$ cat src/apts_pkg.sv
// Package: shared types, constants and codes of the aging priority task scheduler
package apts_pkg;

  localparam int unsigned NumTasksDefault = 16;
  localparam int unsigned MinPeriodReset  = 100;
  localparam int unsigned RtLevelReset    = 255;
  localparam int unsigned SelfId          = 16;

  typedef enum logic [1:0] {
    OP_ENABLE  = 2'd0,
    OP_DISABLE = 2'd1,
    OP_PERIOD  = 2'd2,
    OP_SCHED   = 2'd3
  } op_e;

  typedef enum logic {
    CFG_MIN_PERIOD = 1'b0,
    CFG_RT_LEVEL   = 1'b1
  } cfg_e;

  // controller -> datapath
  typedef struct packed {
    logic latch;      // capture input word
    logic en_scan;    // compare queue entry against target (enable/disable)
    logic en_commit;  // apply enable
    logic dis_commit; // apply disable
    logic per_commit; // apply set period
    logic ps_clear;   // reset pass accumulators
    logic ps_load;    // load task of current queue slot
    logic ps_div;     // start division
    logic ps_mul;     // multiply step
    logic ps_eval;    // evaluate task
    logic ps_final;   // commit chosen task
    logic idx_inc;    // advance queue index
    logic div_step;   // one divider iteration
    logic out_load;   // register result word
  } apts_cmd_t;

  // datapath -> controller
  typedef struct packed {
    logic op_sched;
    logic op_enable;
    logic op_disable;
    logic id_ok;
    logic idx_end;
    logic found;
    logic div_done;
  } apts_sts_t;

endpackage

$ cat src/apts_ctrl.sv
// Controller: sequences queue scans, schedule passes and the result handshake
module apts_ctrl (
  input  logic                clk_i,
  input  logic                rst_ni,
  input  logic                in_valid_i,
  output logic                in_stall_o,
  output logic                out_valid_o,
  input  logic                out_stall_i,
  input  apts_pkg::apts_sts_t sts_i,
  output apts_pkg::apts_cmd_t cmd_o
);

  typedef enum logic [9:0] {
    S_IDLE  = 10'b0000000001,
    S_DEC   = 10'b0000000010,
    S_SCAN  = 10'b0000000100,
    S_APPLY = 10'b0000001000,
    S_LOAD  = 10'b0000010000,
    S_DSTRT = 10'b0000100000,
    S_DIV   = 10'b0001000000,
    S_MUL   = 10'b0010000000,
    S_EVAL  = 10'b0100000000,
    S_FIN   = 10'b1000000000
  } state_e;

  state_e state_q, state_d;
  logic   ov_q, ov_d;
  logic   mulw_q, mulw_d;

  assign in_stall_o  = (state_q != S_IDLE);
  assign out_valid_o = ov_q;

  always_comb begin
    state_d = state_q;
    ov_d    = ov_q && out_stall_i;
    mulw_d  = mulw_q;
    cmd_o   = '0;
    unique case (state_q)
      S_IDLE: if (in_valid_i && !in_stall_o) begin
        cmd_o.latch = 1'b1;
        state_d = S_DEC;
      end
      S_DEC: begin
        if (sts_i.op_sched) begin
          cmd_o.ps_clear = 1'b1;
          state_d = S_LOAD;
        end else if (sts_i.op_enable || sts_i.op_disable) state_d = S_SCAN;
        else state_d = S_APPLY;
      end
      S_SCAN: begin
        cmd_o.en_scan = 1'b1;
        if (sts_i.idx_end) state_d = S_APPLY;
        else cmd_o.idx_inc = 1'b1;
      end
      S_APPLY: begin
        if (sts_i.id_ok) begin
          if (sts_i.op_enable) cmd_o.en_commit = !sts_i.found;
          else if (sts_i.op_disable) cmd_o.dis_commit = sts_i.found;
          else cmd_o.per_commit = 1'b1;
        end
        state_d = S_FIN;
      end
      S_LOAD: begin
        if (sts_i.idx_end) state_d = S_FIN;
        else begin
          cmd_o.ps_load = 1'b1;
          state_d = S_DSTRT;
        end
      end
      S_DSTRT: begin
        cmd_o.ps_div = 1'b1;
        state_d = S_DIV;
      end
      S_DIV: begin
        if (sts_i.div_done) begin
          cmd_o.ps_mul = 1'b1;
          mulw_d = 1'b0;
          state_d = S_MUL;
        end else cmd_o.div_step = 1'b1;
      end
      S_MUL: begin
        mulw_d = 1'b1;
        if (mulw_q) state_d = S_EVAL;
      end
      S_EVAL: begin
        cmd_o.ps_eval = 1'b1;
        cmd_o.idx_inc = 1'b1;
        state_d = S_LOAD;
      end
      S_FIN: if (!ov_q || !out_stall_i) begin
        cmd_o.ps_final = sts_i.op_sched;
        cmd_o.out_load = 1'b1;
        ov_d = 1'b1;
        state_d = S_IDLE;
      end
      default: state_d = S_IDLE;
    endcase
  end

  always_ff @(posedge clk_i or negedge rst_ni) begin
    if (!rst_ni) begin
      state_q <= S_IDLE;
      ov_q    <= 1'b0;
      mulw_q  <= 1'b0;
    end else begin
      state_q <= state_d;
      ov_q    <= ov_d;
      mulw_q  <= mulw_d;
    end
  end

endmodule

$ cat config.mk
export PLATFORM = sky130hd
export DESIGN_NAME = apts_ctrl
export DESIGN_NICKNAME = d
export VERILOG_FILES = /design/src/apts_pkg.sv /design/src/apts_ctrl.sv
export SDC_FILE = /design/constraint.sdc
export NUM_CORES = 1
export LEC_CHECK = 0
export ABC_CLOCK_PERIOD_IN_PS = 2400
export BUFFER_PORTS_ARGS = -buffer_cell sky130_fd_sc_hd__buf_2
export CORE_ASPECT_RATIO = 1.2
export CORE_MARGIN = 3
export CORE_UTILIZATION = 35
export DETAILED_ROUTE_END_ITERATION = 8
export PLACE_DENSITY = 0.66
export SLEW_MARGIN = 0
export SYNTH_ARGS = -nofsm -noshare
export SYNTH_HDL_FRONTEND = slang
export SYNTH_SLANG_ARGS = --single-unit
$ cat constraint.sdc
create_clock -name clk_i -period 2.4 [get_ports clk_i]
set_input_delay 0.24 -clock clk_i [delete_from_list [all_inputs] [get_ports clk_i]]
set_output_delay 0.24 -clock clk_i [all_outputs]
set_load 0.05 [all_outputs]
---- Word level (Yosys, flattened, before mapping) ----
Index checks and enable logic that the tools add are counted.
storage, ports and cells
  register bits ........................... 12
  input port bits ......................... 11
  output and inout port bits .............. 16
operators by class
  mux-type cells .......................... 37
  eq/ne operators ......................... 16
  reduce and logical (&&, ||, !) cells .... 11
operators by type and width
  operator                                                 count
  one-hot mux 10 bit (10 select lines)                     1
  two-way mux 10 bit                                       7
  two-way mux 1 bit                                        23
  equality test 10 x 1 -> 1 bit (second input constant)    1
  equality test 10 bit (second input constant)             1
  equality test 10 x 2 -> 1 bit (second input constant)    1
  equality test 10 x 3 -> 1 bit (second input constant)    1
  equality test 10 x 4 -> 1 bit (second input constant)    1
  equality test 10 x 5 -> 1 bit (second input constant)    1
  equality test 10 x 6 -> 1 bit (second input constant)    1
  equality test 10 x 7 -> 1 bit (second input constant)    1
  equality test 10 x 8 -> 1 bit (second input constant)    1
  equality test 10 x 9 -> 1 bit (second input constant)    1
  inequality test 10 x 1 -> 1 bit (second input constant)  1
  inequality test 2 bit (second input constant)            5
  two-way mux 3 bit                                        2
  AND reduction 5 bit                                      1
  zero test 1 bit                                          4
  two-way mux 4 bit                                        1
  one-hot mux 1 bit (2 select lines)                       2
  logical AND 1 bit                                        2
  logical OR 1 bit                                         2
  two-way mux 2 bit                                        1
  AND reduction 2 bit                                      1
  nonzero test 2 bit                                       1

---- Depth between registers and ports, before layout ----
  depth in word-level cells ............... 5
  depth in mapped cells ................... 6
  gate-level depth less buffers ........... 5

---- Least setup slack after synthesis ----
OpenSTA, ideal clock, no wires.
  kind .................................... reg2out
  from .................................... register state_q[5]
  to ...................................... output port cmd_o[3] (netlist name)
  arrival ................................. 2430 ps
  required time ........................... 2160 ps
  path slack .............................. -270 ps
  cell stages (with the launch flop) ...... 6
  buffers on the path ..................... 0
  path through ............................ dfrtp_1 > nor2_1 > nor4b_2 > nand3_1 > a21oi_1 > and2_1
RTL lines
  what                    line              text
  from (decl)             apts_ctrl.sv:26   state_e state_q, state_d;
  from (signal assigned)  apts_ctrl.sv:106  state_q <= state_d;
  to (decl)               apts_ctrl.sv:10   output apts_pkg::apts_cmd_t cmd_o

==> reports/qor.csv <==
stage,metric,value,unit
run_status,status,"finished, final reports clean",
cells_and_area,nets,137,
sta,"Setup violations, final",0,
synth,Async SR Flop Fraction,1.00,
cells_and_area,register area,308,um^2
detailed_routing,router iterations before antenna repair,4,
min_path,Min-Delay Path Class,input port to flip-flop,
cells_and_area,Multi-input gate area,556,um^2
cells_and_area,most frequent cells in the layout,"21 x buf_2, 11 x nand2_1, 10 x nor2_1, 7 x clkbuf_4",
cells_and_area,share of layout cells above drive strength 1,0.440,
floorplanning,I/O Pins,27,
global_routing,met1 Usage GRT,0.171,
sta,Final min period,2.27,ns
critical_path,CP startpoint,state_q[1],
synth,Syn Inst Count,97,
clock_network,# clock sinks,12,
floorplanning,DIE AREA,3100,um^2
placement,GP Congestion,0.904,
pwr,Leakage Power,0.543,nW
synth,top post-synthesis cells by area,"dfrtp_1 32%, nor2_1 5.2%, nor4_4 4.9%",
critical_path,kind of critical path,flip-flop to output port,
placement,number of I/O port buffers,26,
synth,"FF+latch count, synth",12,
detailed_routing,Vias/cell,5.21,
critical_path,CP Launch Type,flip-flop,
global_routing,GRT Total Usage,0.148,
synth,Post-Syn Nets,108,
synth,cell accounting for the most synthesized area,dfrtp_1,
global_routing,remaining global-route overflow,0,
cells_and_area,n_diodes,0,
critical_path,Critical R2R Capture,state_q[9],
detailed_routing,drt wl/cell,13.0,um
global_routing,initial antenna violation count,0,
sta,Layout Skew,0.00324,ns
critical_path,worst path arrival time,2.03,ns
clock_network,H-tree Lvls,1,
sta,post-route setup TNS,0,ns
cells_and_area,"Area growth, synth to finish",29.9,%
floorplanning,Die W,51.3,um
job,Max Cap Violations,0,
sta,Setup WS post-layout,0.132,ns
sta,Worst Max-Slew Pin Slew,0.382,ns
critical_path,FF-to-FF path depth,4,
pwr,PwrDens,693,nW/um^2
sta,hold slack,0.171,ns
detailed_routing,drt first-iter violations,12,
detailed_routing,Post-DRT Antenna Nets,0,
synth,Post-Syn Area,863,um^2
floorplanning,Core Region,2330,um^2
sta,RSZ-0062 raised after global routing,false,
detailed_routing,Routed WL,2040,um
cells_and_area,"commonest non-fill, non-tap cell in the layout",buf_2,
cells_and_area,fill count,231,
sta,fin crit share,0.945,
critical_path,Worst R2R Start,state_q[1],
clock_network,postcts setup bufs,0,
placement,dpl hpwl,1610,um
global_routing,vias in the first global route,833,
global_routing,largest net degree at the start of global routing,13,
synth,Avg Synthesized Cell Area,8.90,um^2
global_routing,M2 GR Usage,0.262,
synth,share of the synthesized area in the top cell type,0.319,
floorplanning,Die Ht,60.4,um
critical_path,required time worst endpoint,2.16,ns
floorplanning,Initial Util,0.371,
synth,Post-synth EDFFs,0,
detailed_routing,DR DRC count,0,
synth,post-synthesis sequential area ratio,0.349,
synth,synth unique cells,45,
clock_network,Root Driver,clkbuf_4,
sta,Slew Limit Fails,0,
placement,Post-Place Setup Slack,0.320,ns
critical_path,R2R setup slack,0.70,ns
global_routing,first-pass GRT wire length,3480,um
global_routing,met3 Use GR,0.0369,
critical_path,Critical Path Sink,cmd_o[4],
clock_network,clk_lat worst skew,0.26,ns
sta,final hold vios,0,
sta,maximum clock frequency,0.441,GHz
clock_network,CTS tree,yes,
clock_network,clock-pin slew on the worst setup and hold paths,0.08,ns
synth,most common flop cell mapped by yosys,dfrtp_1,
clock_network,CTS buffer count,3,
critical_path,worst-path maximum fanout,5,
detailed_routing,vias,812,
global_routing,Top Usage Layer GRT,met2,
cells_and_area,final core occ,0.481,
sta,Worst slew margin,0.745,
critical_path,CP endpoint kind,output port,
pwr,Worst IR Drop VDD,595,uV
clock_network,Clock Path Buffers,2,
floorplanning,Std-Cell Rows,19,
synth,Yosys warnings,0,
-- what timing repair did --
item / in CTS / in global routing
setup endpoints to repair: 0 / 9
hold buffers: 1 / 0
resized for setup: 0 / 15
hold endpoints to repair: 11 / 0
-- area by class of cell --
class | count | share of cell area
inverter | 6 | 0.0201
timing repair buffer | 28 | 0.143
sequential | 12 | 0.275
tap | 31 | 0.0346
multi-input combinational | 75 | 0.496
clock buffer | 4 | 0.0324
-- worst min-delay path by stage --
| stage | slack [ns] | endpoint | depth (start not counted) | startpoint |
|---|---|---|---|---|
| floorplan | -0.06 | mulw_q | 0 | rst_ni |
| global placement | 0.14 | state_q[5] | 1 | rst_ni |
| detailed placement | 0.14 | state_q[6] | 1 | rst_ni |
| CTS | 0.17 | state_q[5] | 2 | sts_i[2] |
| global route | 0.17 | state_q[5] | 2 | sts_i[2] |
| finish | 0.17 | state_q[5] | 2 | sts_i[2] |
-- critical path, cell delays in order, from the launching register on --
cell,delay [ns]
dfrtp_2,0.45
or4_4,0.59
nor4_4,0.24
nand3_2,0.15
inv_1,0.08
buf_2,0.25
-- cell families after synthesis --
family / synth area share
buffers and inverters: 0.0580
AO/OA/AOI/OAI: 0.130
XOR/XNOR: 0.0203
AND/OR/NAND/NOR: 0.442
flip-flops: 0.349
-- state kept, by name, summed over array words and instances (netlist names) --
name,cells
state_q,10
out_valid_o,1
mulw_q,1
-- cell usage after synthesis, types with 2 or more instances --
cell,count
a21oi_1,2
and2_1,2
dfrtp_1,11
inv_1,6
nand2_1,11
nand2b_1,3
nand3_1,4
nor2_1,12
nor2b_1,2
nor3_1,3
nor4_1,2
nor4_4,2
o211ai_1,2
o21ai_0,4
-- layer usage --
layer  wire length, um  part of all wire  vias up
met3               120             0.059        2
li1                  -                 -      402
met5                 0                 0        -
met1               894              0.44      378
met4                11            0.0054        0
met2              1010              0.50       30
-- metrics by stage --
stage	instances	area, um^2	power (mW)
after floorplan	97	890	0.527
after global placement	151	1040	0.604
after detailed placement	151	1040	0.607
after CTS	156	1080	0.770
after global routing	156	1120	0.829
final	156	1120	0.777
-- report_power, final --
part           leakage (nW)  switching (mW)  total [mW]  internal [mW]
Sequential            0.150          0.0446       0.275          0.230
Combinational         0.372           0.216       0.343          0.127
Clock                0.0210          0.0679       0.160         0.0919
Total                 0.543           0.328       0.777          0.449
No activity file was read; power rests on OpenSTA's default activity.
